--- src/design/psch_pkg.sv ---
// ----------------------------------------------------------------------------
// psch_pkg
// Types and constants shared by the preemptive priority scheduler.
// ----------------------------------------------------------------------------
package psch_pkg;

  localparam int MAX_PROCS = 16;
  localparam int IDX_W     = (MAX_PROCS > 1) ? $clog2(MAX_PROCS) : 1;
  localparam int CNT_W     = $clog2(MAX_PROCS + 1);
  localparam int TIME_W    = 21;
  localparam int SUM_W     = 25;

  typedef struct packed {
    logic [15:0] proc_id;
    logic [15:0] arrival_time;
    logic [15:0] burst_time;
    logic [7:0]  prio_value;
    logic        last_proc;
  } in_item_t;

  typedef struct packed {
    logic [15:0]       out_id;
    logic [TIME_W-1:0] completion_time;
    logic [TIME_W-1:0] turnaround;
    logic [TIME_W-1:0] waiting;
    logic [SUM_W-1:0]  total_turnaround;
    logic [SUM_W-1:0]  total_waiting;
    logic              overflow;
    logic              last_result;
  } out_item_t;

  // Fields read on every scan pass
  typedef struct packed {
    logic [15:0] arrival;
    logic [7:0]  prio;
    logic [15:0] remaining;
  } scan_word_t;

  // Fields read only for the best entry and at result time
  typedef struct packed {
    logic [15:0] id;
    logic [15:0] burst;
  } info_word_t;

  typedef struct packed {
    logic             found;
    logic [IDX_W-1:0] best_idx;
    logic [7:0]       best_prio;
    logic [15:0]      best_rem;
    logic [15:0]      best_arr;
    logic [15:0]      best_burst;
    logic             fut_found;
    logic [15:0]      fut_arr;
  } scan_res_t;

endpackage

--- src/design/psch_ram.sv ---
// ----------------------------------------------------------------------------
// psch_ram
// Simple dual-port RAM, one write and one registered read port.
// ----------------------------------------------------------------------------
module psch_ram #(
  parameter int WIDTH = 8,
  parameter int DEPTH = 16
) (
  input  logic                                       clk,
  input  logic                                       we,
  input  logic [((DEPTH > 1) ? $clog2(DEPTH) : 1)-1:0] waddr,
  input  logic [WIDTH-1:0]                           wdata,
  input  logic [((DEPTH > 1) ? $clog2(DEPTH) : 1)-1:0] raddr,
  output logic [WIDTH-1:0]                           rdata
);

  logic [WIDTH-1:0] mem_r [DEPTH];
  logic [WIDTH-1:0] rdata_r;

  always_ff @(posedge clk) begin
    if (we) begin
      mem_r[waddr] <= wdata;
    end
    rdata_r <= mem_r[raddr];
  end

  assign rdata = rdata_r;

endmodule

--- src/design/psch_scan.sv ---
// ----------------------------------------------------------------------------
// psch_scan
// Compare unit stepped over the stored processes, one entry a cycle: keeps
// the ready entry of smallest priority and the earliest future arrival.
// ----------------------------------------------------------------------------
module psch_scan (
  input  logic                          clk,
  input  logic                          rst_n,
  input  logic                          clr,
  input  logic                          vld,
  input  logic [psch_pkg::IDX_W-1:0]    idx,
  input  psch_pkg::scan_word_t          sw,
  input  psch_pkg::info_word_t          iw,
  input  logic [psch_pkg::TIME_W-1:0]   now,
  output psch_pkg::scan_res_t           res
);

  psch_pkg::scan_res_t res_r;
  logic                live_w;
  logic                ready_w;
  logic                future_w;
  logic                take_w;
  logic                take_fut_w;
  logic [psch_pkg::TIME_W-1:0] arr_ext_w;

  assign arr_ext_w  = psch_pkg::TIME_W'(sw.arrival);
  assign live_w     = (sw.remaining != 16'd0);
  assign ready_w    = live_w && (arr_ext_w <= now);
  assign future_w   = live_w && (arr_ext_w > now);
  // strict compare: on equal priority the earlier entry stays
  assign take_w     = ready_w && (!res_r.found || (sw.prio < res_r.best_prio));
  assign take_fut_w = future_w && (!res_r.fut_found || (sw.arrival < res_r.fut_arr));

  always_ff @(posedge clk) begin
    if (!rst_n) begin
      res_r.found     <= 1'b0;
      res_r.fut_found <= 1'b0;
    end else if (clr) begin
      res_r.found     <= 1'b0;
      res_r.fut_found <= 1'b0;
    end else if (vld) begin
      if (take_w) begin
        res_r.found      <= 1'b1;
        res_r.best_idx   <= idx;
        res_r.best_prio  <= sw.prio;
        res_r.best_rem   <= sw.remaining;
        res_r.best_arr   <= sw.arrival;
        res_r.best_burst <= iw.burst;
      end
      if (take_fut_w) begin
        res_r.fut_found <= 1'b1;
        res_r.fut_arr   <= sw.arrival;
      end
    end
  end

  assign res = res_r;

endmodule

--- src/design/preemptive_priority_scheduler.sv ---
// ----------------------------------------------------------------------------
// preemptive_priority_scheduler
// Loads process records, runs a preemptive priority schedule event by event
// and returns completion, turnaround and waiting time for each process.
// ----------------------------------------------------------------------------
// Loading: one item a cycle, no result until the item marked last.
// Run: each scheduling event is one scan of the n stored entries plus an
//   update (ST_DECIDE, ST_ADV, ST_FIN1, ST_FIN2); a run has at most 2n events.
// Results: n items, each through ST_ORD, ST_OCALC, ST_OWAIT and ST_OHOLD, plus any stall on the output.
// Reset: synchronous, active low; clears counters, sums and flags. The
//   record stores are not reset and need no clearing pass.
module preemptive_priority_scheduler (
  input  logic                 clk,
  input  logic                 rst_n,
  input  logic                 in_valid,
  output logic                 in_ready,
  input  psch_pkg::in_item_t   in_data,
  output logic                 out_valid,
  input  logic                 out_ready,
  output psch_pkg::out_item_t  out_data
);

  typedef enum logic [9:0] {
    ST_LOAD   = 10'b0000000001,
    ST_SCAN   = 10'b0000000010,
    ST_DECIDE = 10'b0000000100,
    ST_ADV    = 10'b0000001000,
    ST_FIN1   = 10'b0000010000,
    ST_FIN2   = 10'b0000100000,
    ST_ORD    = 10'b0001000000,
    ST_OCALC  = 10'b0010000000,
    ST_OWAIT  = 10'b0100000000,
    ST_OHOLD  = 10'b1000000000
  } state_t;

  state_t state_r, state_nxt;

  logic [psch_pkg::CNT_W-1:0]  count_r, count_nxt;
  logic [psch_pkg::CNT_W-1:0]  done_r, done_nxt;
  logic [psch_pkg::CNT_W-1:0]  idx_r, idx_nxt;
  logic [psch_pkg::TIME_W-1:0] now_r, now_nxt;
  logic [psch_pkg::SUM_W-1:0]  sum_tat_r, sum_tat_nxt;
  logic [psch_pkg::SUM_W-1:0]  sum_wt_r, sum_wt_nxt;
  logic                        drop_r, drop_nxt;
  logic                        rd_vld_r;
  logic [psch_pkg::IDX_W-1:0]  rd_idx_r;
  logic [15:0]                 step_r, step_nxt;
  logic [psch_pkg::TIME_W-1:0] tat_r, tat_nxt;
  logic [15:0]                 obur_r, obur_nxt;
  logic                        out_vld_r, out_vld_nxt;
  psch_pkg::out_item_t         out_r, out_nxt;

  // RAM ports
  logic                        sa_we;
  logic [psch_pkg::IDX_W-1:0]  sa_waddr;
  psch_pkg::scan_word_t        sa_wdata, sa_rdata;
  logic                        ib_we;
  psch_pkg::info_word_t        ib_wdata, ib_rdata;
  logic                        fn_we;
  logic [psch_pkg::TIME_W-1:0] fn_rdata;
  logic [psch_pkg::IDX_W-1:0]  raddr;

  psch_pkg::scan_res_t         sres;
  logic                        scan_clr;

  logic [15:0]                 bt_fix_w;
  logic [psch_pkg::TIME_W-1:0] delta_w;
  logic [15:0]                 new_rem_w;
  logic                        last_out_w;

  assign raddr    = idx_r[psch_pkg::IDX_W-1:0];
  assign bt_fix_w = (in_data.burst_time == 16'd0) ? 16'd1 : in_data.burst_time;
  assign delta_w  = psch_pkg::TIME_W'(sres.fut_arr) - now_r;
  assign new_rem_w = sres.best_rem - step_r;
  assign last_out_w = ((idx_r + psch_pkg::CNT_W'(1)) == count_r);
  assign scan_clr = (state_r == ST_SCAN) && (idx_r == '0);

  psch_ram #(
    .WIDTH ($bits(psch_pkg::scan_word_t)),
    .DEPTH (psch_pkg::MAX_PROCS)
  ) u_scan_ram (
    .clk   (clk),
    .we    (sa_we),
    .waddr (sa_waddr),
    .wdata (sa_wdata),
    .raddr (raddr),
    .rdata (sa_rdata)
  );

  psch_ram #(
    .WIDTH ($bits(psch_pkg::info_word_t)),
    .DEPTH (psch_pkg::MAX_PROCS)
  ) u_info_ram (
    .clk   (clk),
    .we    (ib_we),
    .waddr (count_r[psch_pkg::IDX_W-1:0]),
    .wdata (ib_wdata),
    .raddr (raddr),
    .rdata (ib_rdata)
  );

  psch_ram #(
    .WIDTH (psch_pkg::TIME_W),
    .DEPTH (psch_pkg::MAX_PROCS)
  ) u_finish_ram (
    .clk   (clk),
    .we    (fn_we),
    .waddr (sres.best_idx),
    .wdata (now_r),
    .raddr (raddr),
    .rdata (fn_rdata)
  );

  psch_scan u_scan (
    .clk   (clk),
    .rst_n (rst_n),
    .clr   (scan_clr),
    .vld   (rd_vld_r),
    .idx   (rd_idx_r),
    .sw    (sa_rdata),
    .iw    (ib_rdata),
    .now   (now_r),
    .res   (sres)
  );

  always_comb begin
    state_nxt   = state_r;
    count_nxt   = count_r;
    done_nxt    = done_r;
    idx_nxt     = idx_r;
    now_nxt     = now_r;
    sum_tat_nxt = sum_tat_r;
    sum_wt_nxt  = sum_wt_r;
    drop_nxt    = drop_r;
    step_nxt    = step_r;
    tat_nxt     = tat_r;
    obur_nxt    = obur_r;
    out_vld_nxt = out_vld_r;
    out_nxt     = out_r;
    sa_we       = 1'b0;
    sa_waddr    = count_r[psch_pkg::IDX_W-1:0];
    sa_wdata    = '{arrival: in_data.arrival_time, prio: in_data.prio_value,
                    remaining: bt_fix_w};
    ib_we       = 1'b0;
    ib_wdata    = '{id: in_data.proc_id, burst: bt_fix_w};
    fn_we       = 1'b0;

    case (state_r)
      ST_LOAD: begin
        if (in_valid) begin
          if (count_r < psch_pkg::CNT_W'(psch_pkg::MAX_PROCS)) begin
            sa_we     = 1'b1;
            ib_we     = 1'b1;
            count_nxt = count_r + psch_pkg::CNT_W'(1);
          end else begin
            drop_nxt = 1'b1;
          end
          if (in_data.last_proc) begin
            idx_nxt   = '0;
            state_nxt = ST_SCAN;
          end
        end
      end
      ST_SCAN: begin
        // read data arrives in the cycle after the address
        if (idx_r == count_r) begin
          idx_nxt   = '0;
          state_nxt = ST_DECIDE;
        end else begin
          idx_nxt = idx_r + psch_pkg::CNT_W'(1);
        end
      end
      ST_DECIDE: begin
        if (sres.found) begin
          if (sres.fut_found && (delta_w < psch_pkg::TIME_W'(sres.best_rem))) begin
            step_nxt = delta_w[15:0];
          end else begin
            step_nxt = sres.best_rem;
          end
          state_nxt = ST_ADV;
        end else begin
          // nothing ready: idle until the next arrival
          now_nxt   = psch_pkg::TIME_W'(sres.fut_arr);
          state_nxt = ST_SCAN;
        end
      end
      ST_ADV: begin
        now_nxt  = now_r + psch_pkg::TIME_W'(step_r);
        sa_we    = 1'b1;
        sa_waddr = sres.best_idx;
        sa_wdata = '{arrival: sres.best_arr, prio: sres.best_prio, remaining: new_rem_w};
        if (new_rem_w == 16'd0) begin
          done_nxt  = done_r + psch_pkg::CNT_W'(1);
          state_nxt = ST_FIN1;
        end else begin
          state_nxt = ST_SCAN;
        end
      end
      ST_FIN1: begin
        fn_we     = 1'b1;
        tat_nxt   = now_r - psch_pkg::TIME_W'(sres.best_arr);
        state_nxt = ST_FIN2;
      end
      ST_FIN2: begin
        sum_tat_nxt = sum_tat_r + psch_pkg::SUM_W'(tat_r);
        sum_wt_nxt  = sum_wt_r + psch_pkg::SUM_W'(tat_r - psch_pkg::TIME_W'(sres.best_burst));
        if (done_r == count_r) begin
          idx_nxt   = '0;
          state_nxt = ST_ORD;
        end else begin
          state_nxt = ST_SCAN;
        end
      end
      ST_ORD: begin
        state_nxt = ST_OCALC;
      end
      ST_OCALC: begin
        out_nxt.out_id          = ib_rdata.id;
        out_nxt.completion_time = fn_rdata;
        out_nxt.turnaround      = fn_rdata - psch_pkg::TIME_W'(sa_rdata.arrival);
        obur_nxt                = ib_rdata.burst;
        state_nxt               = ST_OWAIT;
      end
      ST_OWAIT: begin
        out_nxt.waiting          = out_r.turnaround - psch_pkg::TIME_W'(obur_r);
        out_nxt.total_turnaround = last_out_w ? sum_tat_r : '0;
        out_nxt.total_waiting    = last_out_w ? sum_wt_r : '0;
        out_nxt.overflow         = drop_r;
        out_nxt.last_result      = last_out_w;
        out_vld_nxt              = 1'b1;
        state_nxt                = ST_OHOLD;
      end
      ST_OHOLD: begin
        if (out_ready) begin
          out_vld_nxt = 1'b0;
          if (last_out_w) begin
            count_nxt   = '0;
            done_nxt    = '0;
            idx_nxt     = '0;
            now_nxt     = '0;
            sum_tat_nxt = '0;
            sum_wt_nxt  = '0;
            drop_nxt    = 1'b0;
            state_nxt   = ST_LOAD;
          end else begin
            idx_nxt   = idx_r + psch_pkg::CNT_W'(1);
            state_nxt = ST_ORD;
          end
        end
      end
      default: begin
        state_nxt = ST_LOAD;
      end
    endcase
  end

  always_ff @(posedge clk) begin
    if (!rst_n) begin
      state_r   <= ST_LOAD;
      count_r   <= '0;
      done_r    <= '0;
      idx_r     <= '0;
      now_r     <= '0;
      sum_tat_r <= '0;
      sum_wt_r  <= '0;
      drop_r    <= 1'b0;
      rd_vld_r  <= 1'b0;
      out_vld_r <= 1'b0;
    end else begin
      state_r   <= state_nxt;
      count_r   <= count_nxt;
      done_r    <= done_nxt;
      idx_r     <= idx_nxt;
      now_r     <= now_nxt;
      sum_tat_r <= sum_tat_nxt;
      sum_wt_r  <= sum_wt_nxt;
      drop_r    <= drop_nxt;
      rd_vld_r  <= (state_r == ST_SCAN) && (idx_r < count_r);
      out_vld_r <= out_vld_nxt;
    end
  end

  always_ff @(posedge clk) begin
    rd_idx_r <= idx_r[psch_pkg::IDX_W-1:0];
    step_r   <= step_nxt;
    tat_r    <= tat_nxt;
    obur_r   <= obur_nxt;
    out_r    <= out_nxt;
  end

  assign in_ready  = (state_r == ST_LOAD);
  assign out_valid = out_vld_r;
  assign out_data  = out_r;

endmodule
--- config.mk ---
export PLATFORM = sky130hd
export DESIGN_NAME = preemptive_priority_scheduler
export DESIGN_NICKNAME = d
export VERILOG_FILES = /design/src/design/psch_pkg.sv /design/src/design/psch_ram.sv /design/src/design/psch_scan.sv /design/src/design/preemptive_priority_scheduler.sv
export SDC_FILE = /design/constraint.sdc
export NUM_CORES = 2
export LEC_CHECK = 0
export ABC_CLOCK_PERIOD_IN_PS = 29500
export BUFFER_PORTS_ARGS = -buffer_cell sky130_fd_sc_hd__buf_4
export CAP_MARGIN = 20
export CORE_MARGIN = 4
export CORE_UTILIZATION = 40
export CTS_BUF_LIST = sky130_fd_sc_hd__clkbuf_4 sky130_fd_sc_hd__clkbuf_8
export CTS_CLUSTER_SIZE = 25
export DETAILED_ROUTE_END_ITERATION = 10
export GPL_ROUTABILITY_DRIVEN = 0
export PLACE_DENSITY = 0.6
export SETUP_SLACK_MARGIN = 0.05
export SYNTH_ARGS = -nofsm -noshare
export SYNTH_HDL_FRONTEND = slang
export SYNTH_SLANG_ARGS = --single-unit
export TNS_END_PERCENT = 100
--- constraint.sdc ---
create_clock -name clk -period 29.5 [get_ports clk]
set_input_delay 1.475 -clock clk [delete_from_list [all_inputs] [get_ports clk]]
set_output_delay 1.475 -clock clk [all_outputs]
set_load 0.02 [all_outputs]
==> metrics.md <==
| Metric | Value |
|---|---|
| Int Power | 4.59 mW |
| Synth cell types | 77 |
| Post-Synthesis Cell Area | 0.0801 sq mm |
| Core area | 0.199 sq mm |
| Vias in the first global route | 43400 |
| Worst setup path start | now_r[1] |
| Clk buf depth | 4 |
| Clk root buf | clkbuf_8 |
| Std cell rows | 164 |
| Async S/R FF share, synth | 0 |
| Period utilisation layout | 0.204 |
| I/O pin count | 194 |
| Rel. slew slack | 0.223 |
| Total wire length | 203 mm |
| Sink Count | 1946 |
| Hold WC Path Type | reg2reg |
| Commonest cells in the netlist | edfxtp_1, mux4_2, ha_1 |
| Startpoint types | flop |
| Critical Path Fanout Max | 21 |
| CTS H-tree depth | 5 |
| Crit-path max cell delay | 940 ps |
| Final Skew | 84.8 ps |
| Outcome | completed |
| Die Footprint | 0.208 sq mm |
| Total grt overflow | 0 |
| Leakage | 30.5 nW |
| TNS Setup | 0 ps |
| Synthesized Nets | 4740 |
| Critical hold path startpoint | u_info_ram.rdata[19] |
| Reg power frac | 0.536 |
| Port Buffer Count | 193 |
| Slowest CP cell | or4_1 |
| Yosys top cell by area | edfxtp_1 |
| CP most frequent cell | a21o_1 |
| Sw Pwr | 1.35 mW |
| Yosys reg bits | 1946 |
| Ys Warns | 0 |
| Iteration-0 DRC Markers | 3808 |
| Clock share of power | 0.404 |
| Worst-Margin Slew | 1160 ps |
| Switching part of the total | 0.227 |
| Area growth syn-to-layout | 14.9% |
| Post-synthesis sequential area ratio | 0.705 |
| Synthesized netlist cell count | 4449 |
| Post-route DRC | 0 |
| First-pass GRT wire length | 295 mm |
| Synth top area share | 0.655 |
| Largest net degree at the start of global routing | 65 |
| Initial Utilization | 0.402 |
| Post-synth EDFFs | 1748 |
| Critical Path End Type | flop |
| FMAX | 166 MHz |
| Die Wd | 456 um |
| Slew Limit Fails | 0 |
| Final setup violation count | 0 |
| Post-DR vias/cell | 5.45 |
| Die Y | 456 um |
| Initial antenna violation count | 14 |
| GRT Util Overall | 0.192 |
| Post-DR wirelength/cell | 25.9 um |
| Final #Nets | 5206 |
| Max-cap violations | 0 |
| Via count | 42700 |
| Share of cells above drive strength 1 | 0.274 |
| Area contributors post-synth | edfxtp_1, mux4_2, dfxtp_1 |
| Num CTS Buffers | 329 |
| Final hold vios | 0 |
| Synth Flop Type | edfxtp_1 |
| Cell Chain, Critical Path | inv_1, ha_1, nor2b_1, o31a_1, or4_1, a41o_1, a21o_1, a21o_1, a21o_1, a21oi_1, xnor2_1, ha_1, a21oi_1, a21boi_0, o21ai_0, o2111ai_1, or4_1, mux2_4 |
| Skew-Pair Late Insertion Delay | 1050 ps |
| Cts hold-fix bufs | 0 |
| VDD IR max | 0.0452 mV |
| Fill cells | 17100 |
| CTS tree | done |
| Postcts setup bufs | 0 |
| Routed Antenna Nets | 0 |
| Worst R2R Start | now_r[1] |
| Crit path kind | reg2reg |
| Logic pwr share | 0.060 |
| Tmin final | 6030 ps |
| Pre-CTS setup slack | 23540 ps |
| Most frequent cell after synthesis | edfxtp_1 |
| RSZ-0062 raised after global routing | false |
| Required time of the critical path | 30230 ps |
| Worst EP arrival | 6760 ps |
| Post-CTS sizing | 0 |
| Fin worst setup slack | 23470 ps |
| Avg Cell Area, Syn | 18.0 sq um |
| CTS clk-pin slew, worst paths | 70 ps |
| P per Cell Area | 64.6 mW/mm^2 |
| Hold WS | 363 ps |
| Drt first pass iters | 6 |
| Hpwl dp | 118 mm |
==> layout by cell type (no fill, tap or decap), types with 37 or more instances in the layout <==
cell      instances
a21o_1           64
buf_4           312
nor2_1          123
xor2_1           68
inv_1           195
xnor2_1          89
clkinv_1         50
nor2b_1          59
nand2_1         169
nor3_1           37
clkbuf_8        369
a21oi_1         122
clkinv_2         37
mux4_2          465
edfxtp_1       1748
clkbuf_4        110
ha_1            221
o21ai_0         131
and2_1           61
dfxtp_1         194
==> layer usage <==
metal / track usage / part of all wire / routed length, um / up-vias
met4: 0.0688 / 0.033 / 6670 / 4
met1: 0.267 / 0.43 / 87800 / 22100
met3: 0.0370 / 0.063 / 12700 / 368
li1: - / - / - / 18700
met5: 0 / 0.00013 / 27 / -
met2: 0.302 / 0.47 / 95300 / 1479
==> cell families (layout without fill, tap and decap cells) <==
family / Yosys count / count (layout) / share of synthesized area
DFF: 1946 / 1946 / 0.705
and+or+nand+nor: 719 / 719 / 0.0458
AOI/OAI and AO/OA: 538 / 538 / 0.0437
muxes: 486 / 486 / 0.134
buffers and inverters: 373 / 1088 / 0.0178
adders and majority gates: 230 / 230 / 0.0368
xor gates and xnor gates: 157 / 157 / 0.0172
other: 0 / 8 / 0
==> stage by stage <==
step	total power [mW]	std cells	area, sq um	util
2_1_floorplan	3.42	4449	80100	-
3_3_place_gp	3.59	7235	85400	0.428
3_5_place_dp	3.60	7236	85400	0.428
4_1_cts	6.01	7816	92000	0.461
5_1_grt	6.17	7825	92000	0.461
6_report	5.94	7828	92000	0.461
==> worst paths after layout <==
check / slack (ps) / to / cells after the start
setup / recovery: 23470 / step_r[6] / 18
hold / removal: 360 / out_data[118] / 0
setup reg to reg: 23470 / step_r[6] / 18
hold reg to reg: 360 / out_data[118] / 0
==> cell type report <==
type | instances | area [sq um] | share of cell area
clock inverters | 101 | 637 | 0.00692
multi-input cells | 2130 | 22600 | 0.245
flip-flops and latches | 1946 | 56500 | 0.614
well taps | 2656 | 3320 | 0.0361
inverters | 195 | 732 | 0.00795
repair buffers | 313 | 2350 | 0.0256
clock buffers | 479 | 5900 | 0.0642
diodes | 8 | 20.0 | 0.000218
==> worst max-delay path, delay by kind of cell, from the launching register on <==
kind / cells / cell delay, ps
flip-flops: 1 / 770
AND/OR/NAND/NOR: 3 / 1530
adder cells (fa/ha/maj): 2 / 660
buffers and inverters: 1 / 300
multiplexers: 1 / 450
XOR/XNOR: 1 / 180
AO/OA/AOI/OAI: 10 / 1880
==> state kept, by name (all words and copies together) (netlist names), 32 cells and up <==
register,cells
out_data,131
u_info_ram.mem_r,512
u_scan.res,78
u_scan_ram.rdata,40
u_finish_ram.mem_r,336
u_scan_ram.mem_r,640
u_info_ram.rdata,32
==> power by group through the flow <==
stage	logic [mW]	registers, mW	clock network (mW)
CTS	0.362	3.18	2.46
global placement	0.356	3.24	0
global route	0.391	3.19	2.59
finish	0.358	3.19	2.40
floorplan	0.221	3.20	0
detailed placement	0.360	3.24	0
Power figures use the tool's default switching activity.
